$ cat config.mk
export PLATFORM = sky130hd
export DESIGN_NAME = ethernet_link_state_manager
export DESIGN_NICKNAME = d
export VERILOG_FILES = /design/src/elsm_pkg.sv /design/src/ethernet_link_state_manager.sv /design/src/elsm_ctrl.sv /design/src/elsm_datapath.sv
export SDC_FILE = /design/constraint.sdc
export NUM_CORES = 1
export LEC_CHECK = 0
export BUFFER_PORTS_ARGS = -buffer_cell sky130_fd_sc_hd__buf_2
export CORE_ASPECT_RATIO = 1.75
export CORE_UTILIZATION = 45
export DETAILED_ROUTE_END_ITERATION = 7
export HOLD_SLACK_MARGIN = 0.05
export PLACE_DENSITY = 0.59
export SKIP_LAST_GASP = 1
export SLEW_MARGIN = 20
export SYNTH_ARGS = -nofsm -noshare
export SYNTH_HDL_FRONTEND = slang
export SYNTH_HIERARCHICAL = 1
export SYNTH_SLANG_ARGS = --single-unit
$ cat constraint.sdc
create_clock -name clk -period 9.5 [get_ports clk]
set_input_delay 1.9 -clock clk [delete_from_list [all_inputs] [get_ports clk]]
set_output_delay 1.9 -clock clk [all_outputs]
set_load 0.05 [all_outputs]
$ cat src/elsm_pkg.sv
`timescale 1ns / 1ps
// ----------------------------------------------------------------------------
// elsm_pkg
// Shared codes, result and control types for the link state manager.
// ----------------------------------------------------------------------------
package elsm_pkg;

  // input item types
  localparam logic [1:0] REQ_MODE  = 2'd0;
  localparam logic [1:0] REQ_STACK = 2'd1;
  localparam logic [1:0] REQ_TICK  = 2'd2;
  localparam logic [1:0] REQ_QUERY = 2'd3;

  // network states
  localparam logic [2:0] ST_NOCOM      = 3'd0;
  localparam logic [2:0] ST_WAITLINK   = 3'd1;
  localparam logic [2:0] ST_WAITONLINE = 3'd2;
  localparam logic [2:0] ST_COMREADY   = 3'd3;
  localparam logic [2:0] ST_ONHOLD     = 3'd4;

  // communication modes
  localparam logic [1:0] MODE_NONE   = 2'd0;
  localparam logic [1:0] MODE_SILENT = 2'd1;
  localparam logic [1:0] MODE_FULL   = 2'd2;

  // network stack states (startup is internal only)
  localparam logic [1:0] STK_OFFLINE = 2'd0;
  localparam logic [1:0] STK_ONLINE  = 2'd1;
  localparam logic [1:0] STK_ONHOLD  = 2'd2;
  localparam logic [1:0] STK_STARTUP = 2'd3;

  // controller commands
  localparam logic [1:0] CMD_NONE = 2'd0;
  localparam logic [1:0] CMD_UP   = 2'd1;
  localparam logic [1:0] CMD_DOWN = 2'd2;

  // result status
  localparam logic [1:0] STS_OK      = 2'd0;
  localparam logic [1:0] STS_BAD_NET = 2'd1;
  localparam logic [1:0] STS_BAD_PAR = 2'd2;

  // configuration register indexes
  localparam logic [1:0] CFG_LINK_TMO   = 2'd0;
  localparam logic [1:0] CFG_ONLINE_TMO = 2'd1;
  localparam logic [1:0] CFG_TICK_INC   = 2'd2;
  localparam logic [1:0] CFG_RETRY_LIM  = 2'd3;

  localparam logic [15:0] RST_LINK_TMO   = 16'd1000;
  localparam logic [15:0] RST_ONLINE_TMO = 16'd1000;
  localparam logic [7:0]  RST_TICK_INC   = 8'd10;
  localparam logic [7:0]  RST_RETRY_LIM  = 8'd3;

  // results delivered per transaction
  localparam int RES_CNT_W = 3;
  localparam logic [RES_CNT_W-1:0] MAX_RESULTS = 3'd4;

  typedef struct packed {
    logic       kind;
    logic       net_id;
    logic [1:0] com_mode;
    logic [2:0] sm_state;
    logic [1:0] ctrl_cmd;
    logic [1:0] status;
  } res_t;

  typedef struct packed {
    logic load;       // capture the input transaction
    logic step_cmd;   // execute request, indication or query
    logic step_tick;  // execute one tick phase of the selected network
    logic phase;      // 1: second com-ready phase (link check)
    logic flush;      // release the held result as the final one
  } ctl_cmd_t;

  typedef struct packed {
    logic [1:0] req_type;
    logic       more;  // com-ready network needs the link-check phase
    logic       room;  // a result can be taken this cycle
  } ctl_sts_t;

  function automatic logic [1:0] mode_of(input logic [2:0] st);
    logic [1:0] m;
    if (st == ST_COMREADY) begin
      m = MODE_FULL;
    end else if (st == ST_NOCOM) begin
      m = MODE_NONE;
    end else begin
      m = MODE_SILENT;
    end
    return m;
  endfunction

endpackage

$ cat src/ethernet_link_state_manager.sv
`timescale 1ns / 1ps
// ----------------------------------------------------------------------------
// ethernet_link_state_manager
// Per-network Ethernet communication state manager, top level.
//
// Mode requests, stack indications and mode queries pass through capture,
// dispatch, execute and release of the final result before the block is
// ready again. For a tick, after capture and dispatch the sequencer steps one
// network phase per cycle through a shared next-state unit, with a second
// phase for each com-ready network with a pending request, then releases the
// final result; each step waits while the hold stage and the output register
// are both occupied. Results leave through a registered output, so a new
// transaction is taken while the last result still waits to be read.
// Configuration writes take effect at once and must be made while idle.
// ----------------------------------------------------------------------------
module ethernet_link_state_manager #(
  parameter int NUM_NETWORKS = 2
) (
  input  logic        clk,
  input  logic        rst,
  // configuration
  input  logic        cfg_we,
  input  logic [1:0]  cfg_addr,
  input  logic [15:0] cfg_data,
  // input channel
  input  logic        in_valid,
  output logic        in_ready,
  input  logic [1:0]  req_type,
  input  logic [7:0]  network,
  input  logic [1:0]  mode_value,
  input  logic [1:0]  link_up_bits,
  input  logic [1:0]  ctrl_ok_bits,
  // output channel
  output logic        out_valid,
  input  logic        out_ready,
  output logic        kind,
  output logic        net_id,
  output logic [1:0]  com_mode,
  output logic [2:0]  sm_state,
  output logic [1:0]  ctrl_cmd,
  output logic [1:0]  status,
  output logic        last
);

  localparam int NET_W = (NUM_NETWORKS > 1) ? $clog2(NUM_NETWORKS) : 1;

  elsm_pkg::ctl_cmd_t cmd;
  elsm_pkg::ctl_sts_t sts;
  elsm_pkg::res_t     out_res;
  logic [NET_W-1:0]   tick_net;

  elsm_ctrl #(
    .NUM_NETWORKS (NUM_NETWORKS),
    .NET_W        (NET_W)
  ) u_ctrl (
    .clk      (clk),
    .rst      (rst),
    .in_valid (in_valid),
    .in_ready (in_ready),
    .sts      (sts),
    .cmd      (cmd),
    .tick_net (tick_net)
  );

  elsm_datapath #(
    .NUM_NETWORKS (NUM_NETWORKS),
    .NET_W        (NET_W)
  ) u_dp (
    .clk          (clk),
    .rst          (rst),
    .cfg_we       (cfg_we),
    .cfg_addr     (cfg_addr),
    .cfg_data     (cfg_data),
    .req_type     (req_type),
    .network      (network),
    .mode_value   (mode_value),
    .link_up_bits (link_up_bits),
    .ctrl_ok_bits (ctrl_ok_bits),
    .cmd          (cmd),
    .tick_net     (tick_net),
    .sts          (sts),
    .out_valid    (out_valid),
    .out_ready    (out_ready),
    .out_res      (out_res),
    .out_last     (last)
  );

  assign kind     = out_res.kind;
  assign net_id   = out_res.net_id;
  assign com_mode = out_res.com_mode;
  assign sm_state = out_res.sm_state;
  assign ctrl_cmd = out_res.ctrl_cmd;
  assign status   = out_res.status;

endmodule

$ cat src/elsm_ctrl.sv
`timescale 1ns / 1ps
// ----------------------------------------------------------------------------
// elsm_ctrl
// Sequencer: accepts a transaction, dispatches it and walks the networks on a
// tick, one phase per cycle, waiting for output room before each step.
// ----------------------------------------------------------------------------
module elsm_ctrl #(
  parameter int NUM_NETWORKS = 2,
  parameter int NET_W        = 1
) (
  input  logic                clk,
  input  logic                rst,
  input  logic                in_valid,
  output logic                in_ready,
  input  elsm_pkg::ctl_sts_t  sts,
  output elsm_pkg::ctl_cmd_t  cmd,
  output logic [NET_W-1:0]    tick_net
);

  typedef enum logic [2:0] {
    S_IDLE,
    S_DISPATCH,
    S_CMD,
    S_TICK,
    S_FLUSH
  } state_t;

  state_t state;
  logic   phase;
  logic   last_net;

  assign last_net = (tick_net == NET_W'(NUM_NETWORKS - 1));
  assign in_ready = (state == S_IDLE);

  always_comb begin
    cmd           = '0;
    cmd.phase     = phase;
    cmd.load      = (state == S_IDLE) && in_valid;
    cmd.step_cmd  = (state == S_CMD) && sts.room;
    cmd.step_tick = (state == S_TICK) && sts.room;
    cmd.flush     = (state == S_FLUSH) && sts.room;
  end

  always_ff @(posedge clk) begin
    if (rst) begin
      state    <= S_IDLE;
      phase    <= 1'b0;
      tick_net <= '0;
    end else begin
      unique case (state)
        S_IDLE: begin
          if (in_valid) begin
            state <= S_DISPATCH;
          end
        end
        S_DISPATCH: begin
          phase    <= 1'b0;
          tick_net <= '0;
          if (sts.req_type == elsm_pkg::REQ_TICK) begin
            state <= S_TICK;
          end else begin
            state <= S_CMD;
          end
        end
        S_CMD: begin
          if (sts.room) begin
            state <= S_FLUSH;
          end
        end
        S_TICK: begin
          if (sts.room) begin
            if (sts.more) begin
              phase <= 1'b1;
            end else if (last_net) begin
              phase <= 1'b0;
              state <= S_FLUSH;
            end else begin
              phase    <= 1'b0;
              tick_net <= tick_net + NET_W'(1);
            end
          end
        end
        S_FLUSH: begin
          if (sts.room) begin
            state <= S_IDLE;
          end
        end
        default: begin
          state <= S_IDLE;
        end
      endcase
    end
  end

endmodule

$ cat src/elsm_datapath.sv
`timescale 1ns / 1ps
// ----------------------------------------------------------------------------
// elsm_datapath
// Per-network state, configuration registers, the next-state logic of one
// network step, a one-deep hold stage and the output register.
// ----------------------------------------------------------------------------
module elsm_datapath #(
  parameter int NUM_NETWORKS = 2,
  parameter int NET_W        = 1
) (
  input  logic               clk,
  input  logic               rst,
  // configuration
  input  logic               cfg_we,
  input  logic [1:0]         cfg_addr,
  input  logic [15:0]        cfg_data,
  // input payload
  input  logic [1:0]         req_type,
  input  logic [7:0]         network,
  input  logic [1:0]         mode_value,
  input  logic [1:0]         link_up_bits,
  input  logic [1:0]         ctrl_ok_bits,
  // control
  input  elsm_pkg::ctl_cmd_t cmd,
  input  logic [NET_W-1:0]   tick_net,
  output elsm_pkg::ctl_sts_t sts,
  // results
  output logic               out_valid,
  input  logic               out_ready,
  output elsm_pkg::res_t     out_res,
  output logic               out_last
);

  // configuration
  logic [15:0] link_tmo;
  logic [15:0] online_tmo;
  logic [7:0]  tick_inc;
  logic [7:0]  retry_lim;

  // latched transaction
  logic [1:0] it_type;
  logic [7:0] it_net;
  logic [1:0] it_mode;
  logic [1:0] it_link;
  logic [1:0] it_ok;

  // per-network state
  logic [2:0]  net_state      [NUM_NETWORKS];
  logic [1:0]  requested_mode [NUM_NETWORKS];
  logic [1:0]  current_mode   [NUM_NETWORKS];
  logic [1:0]  stack_state    [NUM_NETWORKS];
  logic [15:0] wait_counter   [NUM_NETWORKS];
  logic [7:0]  retry_count    [NUM_NETWORKS];

  // hold stage and result count
  logic                             pend_valid;
  elsm_pkg::res_t                   pend_res;
  logic [elsm_pkg::RES_CNT_W-1:0]   res_cnt;

  // step logic
  logic [NET_W-1:0] rd;
  logic             net_ok;
  logic             link;
  logic             ok;
  logic [2:0]       st;
  logic [2:0]       st_next;
  logic [1:0]       req_next;
  logic [1:0]       cur_next;
  logic [1:0]       stk_next;
  logic [15:0]      wc_next;
  logic [7:0]       rc_next;
  logic             wr;
  logic             emit;
  logic             do_go;
  logic [2:0]       go_st;
  logic [1:0]       go_cmd;
  logic [16:0]      grown;
  logic [15:0]      grown_sat;
  logic             step;
  logic             out_free;
  logic             emit_ok;
  elsm_pkg::res_t   res;

  assign step     = cmd.step_cmd || cmd.step_tick;
  assign out_free = !out_valid || out_ready;
  assign emit_ok  = step && emit && (res_cnt < elsm_pkg::MAX_RESULTS);

  assign sts.req_type = it_type;
  assign sts.room     = !pend_valid || out_free;
  assign sts.more     = !cmd.phase && (st == elsm_pkg::ST_COMREADY) &&
                        (requested_mode[rd] != elsm_pkg::MODE_NONE);

  always_comb begin
    rd     = cmd.step_tick ? tick_net : it_net[NET_W-1:0];
    net_ok = (it_net < 8'(NUM_NETWORKS));
    // only networks 0 and 1 have tick bits
    link   = (int'(tick_net) < 2) && it_link[tick_net[0]];
    ok     = (int'(tick_net) < 2) && it_ok[tick_net[0]];
    st     = net_state[rd];

    st_next  = st;
    req_next = requested_mode[rd];
    cur_next = current_mode[rd];
    stk_next = stack_state[rd];
    wc_next  = wait_counter[rd];
    rc_next  = retry_count[rd];
    wr       = 1'b0;
    emit     = 1'b0;
    do_go    = 1'b0;
    go_st    = elsm_pkg::ST_NOCOM;
    go_cmd   = elsm_pkg::CMD_NONE;
    res      = '0;

    grown     = {1'b0, wait_counter[rd]} + 17'(tick_inc);
    grown_sat = grown[16] ? 16'hFFFF : grown[15:0];

    if (cmd.step_tick) begin
      wr = 1'b1;
      if (cmd.phase) begin
        if (!link) begin
          do_go = 1'b1;
          go_st = elsm_pkg::ST_WAITLINK;
        end
      end else if (st > elsm_pkg::ST_ONHOLD) begin
        st_next = elsm_pkg::ST_NOCOM;
      end else if (st == elsm_pkg::ST_NOCOM) begin
        if (requested_mode[rd] == elsm_pkg::MODE_FULL) begin
          if (ok) begin
            do_go  = 1'b1;
            go_st  = elsm_pkg::ST_WAITLINK;
            go_cmd = elsm_pkg::CMD_UP;
          end else begin
            rc_next = retry_count[rd] + 8'd1;
            if (rc_next >= retry_lim) begin
              rc_next  = '0;
              req_next = elsm_pkg::MODE_NONE;
            end
          end
        end else begin
          rc_next = '0;
        end
      end else if (requested_mode[rd] == elsm_pkg::MODE_NONE) begin
        do_go  = 1'b1;
        go_st  = elsm_pkg::ST_NOCOM;
        go_cmd = elsm_pkg::CMD_DOWN;
      end else begin
        unique case (st)
          elsm_pkg::ST_WAITLINK: begin
            if (link) begin
              stk_next = elsm_pkg::STK_STARTUP;
              do_go    = 1'b1;
              go_st    = elsm_pkg::ST_WAITONLINE;
            end else begin
              wc_next = grown_sat;
              if (grown_sat >= link_tmo) begin
                do_go    = 1'b1;
                go_st    = elsm_pkg::ST_NOCOM;
                go_cmd   = elsm_pkg::CMD_DOWN;
                req_next = elsm_pkg::MODE_NONE;
              end
            end
          end
          elsm_pkg::ST_WAITONLINE: begin
            if (stack_state[rd] == elsm_pkg::STK_ONLINE) begin
              do_go = 1'b1;
              go_st = elsm_pkg::ST_COMREADY;
            end else if (stack_state[rd] == elsm_pkg::STK_OFFLINE) begin
              do_go = 1'b1;
              go_st = elsm_pkg::ST_WAITLINK;
            end else begin
              wc_next = grown_sat;
              if (grown_sat >= online_tmo) begin
                do_go    = 1'b1;
                go_st    = elsm_pkg::ST_NOCOM;
                go_cmd   = elsm_pkg::CMD_DOWN;
                req_next = elsm_pkg::MODE_NONE;
              end
            end
          end
          elsm_pkg::ST_ONHOLD: begin
            if (stack_state[rd] == elsm_pkg::STK_ONLINE) begin
              do_go = 1'b1;
              go_st = elsm_pkg::ST_COMREADY;
            end else if (stack_state[rd] == elsm_pkg::STK_OFFLINE) begin
              do_go = 1'b1;
              go_st = elsm_pkg::ST_WAITLINK;
            end
          end
          default: begin
            // com-ready; the link check follows in the next phase
            if (stack_state[rd] == elsm_pkg::STK_ONHOLD) begin
              do_go = 1'b1;
              go_st = elsm_pkg::ST_ONHOLD;
            end else if (stack_state[rd] == elsm_pkg::STK_OFFLINE) begin
              do_go = 1'b1;
              go_st = elsm_pkg::ST_WAITLINK;
            end
          end
        endcase
      end

      if (do_go) begin
        st_next      = go_st;
        wc_next      = '0;
        cur_next     = elsm_pkg::mode_of(go_st);
        emit         = 1'b1;
        res.kind     = 1'b1;
        res.net_id   = rd[0];
        res.com_mode = elsm_pkg::mode_of(go_st);
        res.sm_state = go_st;
        res.ctrl_cmd = go_cmd;
        res.status   = elsm_pkg::STS_OK;
      end
    end else begin
      // request, indication or query on the latched network
      if (net_ok) begin
        res.net_id   = it_net[0];
        res.com_mode = current_mode[rd];
        res.sm_state = st;
      end
      unique case (it_type)
        elsm_pkg::REQ_MODE: begin
          emit = 1'b1;
          if (!net_ok) begin
            res.status = elsm_pkg::STS_BAD_NET;
          end else if (it_mode > elsm_pkg::MODE_FULL) begin
            res.status = elsm_pkg::STS_BAD_PAR;
          end else begin
            wr       = 1'b1;
            req_next = it_mode;
            rc_next  = '0;
          end
        end
        elsm_pkg::REQ_STACK: begin
          if (net_ok && (it_mode <= elsm_pkg::STK_ONHOLD)) begin
            wr       = 1'b1;
            stk_next = it_mode;
          end
        end
        elsm_pkg::REQ_QUERY: begin
          emit = 1'b1;
          if (!net_ok) begin
            res.status = elsm_pkg::STS_BAD_NET;
          end
        end
        default: begin
          emit = 1'b0;
        end
      endcase
    end
  end

  // configuration registers
  always_ff @(posedge clk) begin
    if (rst) begin
      link_tmo   <= elsm_pkg::RST_LINK_TMO;
      online_tmo <= elsm_pkg::RST_ONLINE_TMO;
      tick_inc   <= elsm_pkg::RST_TICK_INC;
      retry_lim  <= elsm_pkg::RST_RETRY_LIM;
    end else if (cfg_we) begin
      unique case (cfg_addr)
        elsm_pkg::CFG_LINK_TMO:   link_tmo   <= cfg_data;
        elsm_pkg::CFG_ONLINE_TMO: online_tmo <= cfg_data;
        elsm_pkg::CFG_TICK_INC:   tick_inc   <= cfg_data[7:0];
        elsm_pkg::CFG_RETRY_LIM:  retry_lim  <= cfg_data[7:0];
        default: ;
      endcase
    end
  end

  // transaction capture
  always_ff @(posedge clk) begin
    if (cmd.load) begin
      it_type <= req_type;
      it_net  <= network;
      it_mode <= mode_value;
      it_link <= link_up_bits;
      it_ok   <= ctrl_ok_bits;
    end
  end

  // per-network state
  always_ff @(posedge clk) begin
    if (rst) begin
      for (int i = 0; i < NUM_NETWORKS; i++) begin
        net_state[i]      <= elsm_pkg::ST_NOCOM;
        requested_mode[i] <= elsm_pkg::MODE_NONE;
        current_mode[i]   <= elsm_pkg::MODE_NONE;
        stack_state[i]    <= elsm_pkg::STK_OFFLINE;
        wait_counter[i]   <= '0;
        retry_count[i]    <= '0;
      end
    end else if (step && wr) begin
      net_state[rd]      <= st_next;
      requested_mode[rd] <= req_next;
      current_mode[rd]   <= cur_next;
      stack_state[rd]    <= stk_next;
      wait_counter[rd]   <= wc_next;
      retry_count[rd]    <= rc_next;
    end
  end

  // hold stage and output register: a result waits in the hold stage until
  // the next one (not last) or the flush (last) pushes it out
  always_ff @(posedge clk) begin
    if (rst) begin
      pend_valid <= 1'b0;
      out_valid  <= 1'b0;
      res_cnt    <= '0;
    end else begin
      if (out_valid && out_ready) begin
        out_valid <= 1'b0;
      end
      if (cmd.load) begin
        res_cnt <= '0;
      end
      if (emit_ok) begin
        res_cnt    <= res_cnt + elsm_pkg::RES_CNT_W'(1);
        pend_valid <= 1'b1;
        if (pend_valid) begin
          out_valid <= 1'b1;
        end
      end else if (cmd.flush && pend_valid) begin
        pend_valid <= 1'b0;
        out_valid  <= 1'b1;
      end
    end
  end

  always_ff @(posedge clk) begin
    if (emit_ok) begin
      pend_res <= res;
      if (pend_valid) begin
        out_res  <= pend_res;
        out_last <= 1'b0;
      end
    end else if (cmd.flush && pend_valid) begin
      out_res  <= pend_res;
      out_last <= 1'b1;
    end
  end

endmodule

==> results.cfg <==
[run_status]
outcome = finished, final reports clean

[global_route]
grt_max_degree = 68
grtUsageTotal_pct = 24.6
grt_overflow_total = 0
grt_antenna_before_repair = 0
grt_pass1_wl_um = 41200
first_global_vias = 7808

[timing]
hold_viol = 0
slew_violations = 0
finalWorstSetupSlack_ps = 1380
rsz0062_at_grt = no
skew_ps = 10.1
tns_ps = 0
tightestPinTransition_ps = 1080
finalSetupViolCount = 0
fin_crit_sh_pct = 85.5
finalCriticalPeriod_ps = 8120
max_freq_mhz = 123
relSlewSlack_pct = 27.5

[logic_synthesis]
yosys_warnings = 6
synth_most_common_cell = nand2_1
yosysTopAreaCell = edfxtp_1
synth_commonest_cells = 139 x nand2_1, 105 x edfxtp_1, 76 x a21oi_1
synth_edf_count = 105
synth.avg_cell_area_um2 = 9.43
async_reset_ff_share_pct = 0
synth_cell_types = 85
synthFlopType = edfxtp_1
synth-seq-cells = 163
synth_area_leaders = edfxtp_1 32%, dfxtp_1 12%, ha_1 6.9%
seq_area_frac_synth_pct = 44.2
synth_fp_nets = 1129
synth_top_area_share_pct = 32.3
syn_inst = 1035
syn_area_um2 = 9760

[setup_path]
r2r_slack_ps = 2570
worst_path_max_delay_cell = or4_1
cp-end-kind = register
cp.required_ps = 9580
slowest_delay_ps = 550
critical_path_class = in -> reg
cp-startpoint = out_ready
reg2reg_depth = 27
rr_endpoint = u_dp/out_res[7]$_DFFE_PP_
arrival_ps = 8200
worstReg2RegStart = u_dp/out_valid$_SDFF_PP0_
endpoint = u_dp/out_res[7]$_DFFE_PP_
crit_path_max_fanout = 15
startpoint_type = input pin

[clock_tree]
clkSinkCount = 163
cts_tree = built
cts_resized = 0
cts.htree.levels = 4
ctsLongestPathBuffers = 2
path_clk_slew_ps = 60
postCtsHoldBufs = 0
cts_buffers = 17
root_buffer = clkbuf_16
clk-insertion-delay-late_ps = 440
post_cts_buffers = 0

[drt]
wl_um = 26700
vias = 7973
wl_met3_um = 998
post_drt_wl_per_cell_um = 19.5
via_per_inst = 5.82
ant_nets = 0
dr.pass1.iters = 5
drc_errors = 0
drtIter0Drc = 486
maxUsedRoutingLayer = met4
wl_met2_um = 14500
m1WireLength_um = 9710

[power_and_ir_drop]
power.density_nw_per_um2 = 173
power_mw = 1.87
peakVddDrop_mv = 0.108
cellLeakagePower_nw = 4.11

[run]
drv_cap = 0

[worst_hold_path]
hold_path.class = reg -> reg

[floorplan]
row_count = 71
start_util_pct = 45.6
io_pins = 53
die_area_um2 = 22300
die_h_um = 197
fp.dieW_um = 113
coreArea_um2 = 21400

[final_layout]
area_growth_pct = 10.4
num-fill-cells = 2065
design_area_um2 = 10800
nNetsFinal = 1159
post-route-util_pct = 50.4
ff_latch_area_um2 = 4310
multi_input_area_um2 = 4910
drive_above_1_share_pct = 13.2
diodes = 0

[placed_design]
portBuffers = 52
place_ws_ps = 945
gp_routability_congestion = 0.901
placed_cell_area_um2 = 10200
dp_hpwl_um = 20300
-- per-layer routing --
metal,vias to the layer above,GRT usage [%]
li1,3856,-
met5,-,0
met2,256,47.4
met3,87,4.00
met4,0,15.3
met1,3774,23.8
-- power by group --
part	internal, mW	switching, mW
registers	0.793	0.0266
clock network	0.388	0.293
logic	0.128	0.239
total	1.31	0.559
-- layout make-up --
class	count	area share [%]
Timing Repair Buffer	64	3.25
Tap cell	292	3.39
Multi-Input combinational cell	750	45.6
Clock buffer	17	3.95
Sequential cell	163	40.0
Inverter	69	2.40
Clock inverter	15	1.43
-- through the flow --
stage	hold slack, ps	cells
6_report	419	1370
5_1_grt	425	1370
4_1_cts	420	1370
3_5_place_dp	405	1338
3_3_place_gp	404	1338
2_1_floorplan	400	1035
-- worst min-delay path by stage --
| stage | from | end | slack (ps) | cells after the start |
|---|---|---|---|---|
| CTS | u_dp/pend_res[1]$_SDFFCE_PP0P_ | u_dp/out_res[1]$_DFFE_PP_ | 420 | 0 |
| floorplan | u_dp/pend_res[0]$_SDFFCE_PP0P_ | u_dp/out_res[0]$_DFFE_PP_ | 400 | 0 |
| finish | u_dp/pend_res[6]$_DFFE_PP_ | u_dp/out_res[6]$_DFFE_PP_ | 420 | 0 |
| detailed placement | u_dp/pend_res[1]$_SDFFCE_PP0P_ | u_dp/out_res[1]$_DFFE_PP_ | 410 | 0 |
| global placement | u_dp/pend_res[3]$_SDFFCE_PP0P_ | u_dp/out_res[3]$_DFFE_PP_ | 400 | 0 |
| global route | u_dp/pend_res[4]$_DFFE_PP_ | u_dp/out_res[4]$_DFFE_PP_ | 420 | 0 |
-- critical path, delay by kind of cell --
family / cells / cell delay, ps
simple gates: 9 / 1940
fa+ha+maj: 3 / 690
compound gates: 7 / 1900
mux: 2 / 710
buf+inv: 7 / 1050
-- cell families (layout without fill, tap and decap cells) --
| family | after synthesis | after routing | synth area share (%) |
|---|---|---|---|
| xor+xnor | 13 | 13 | 1.17 |
| mux | 46 | 46 | 5.19 |
| fa+ha+maj | 55 | 55 | 7.13 |
| buf+inv | 122 | 165 | 5.54 |
| flops | 163 | 163 | 44.2 |
| compound gates | 266 | 266 | 18.4 |
| simple gates | 370 | 370 | 18.4 |
-- cells in the final DEF (no fill, tap or decap), drive strengths merged, types with 10 or more instances in the layout --
cell	netlist	routed
a211o	15	15
a211oi	12	12
a21o	10	10
a21oi	76	76
a31oi	13	13
and2	10	10
buf	16	64
clkbuf	37	17
dfxtp	58	58
edfxtp	105	105
ha	54	54
inv	69	74
mux2i	37	37
nand2	141	141
nand2b	11	11
nand3	28	28
nor2	77	77
nor3	33	33
nor4	15	15
o21ai	45	45
o22ai	26	26
-- state kept, by name (all words and copies together), names as in the netlist, 8 cells and up --
name	cells
u_dp/online_tmo	16
u_dp/pend_res	11
u_dp/tick_inc	8
u_dp/retry_count	16
u_dp/out_res	11
u_dp/wait_counter	32
u_dp/link_tmo	16
u_dp/retry_lim	8
u_dp/it_net	8
(Power assumes the default switching activity.)
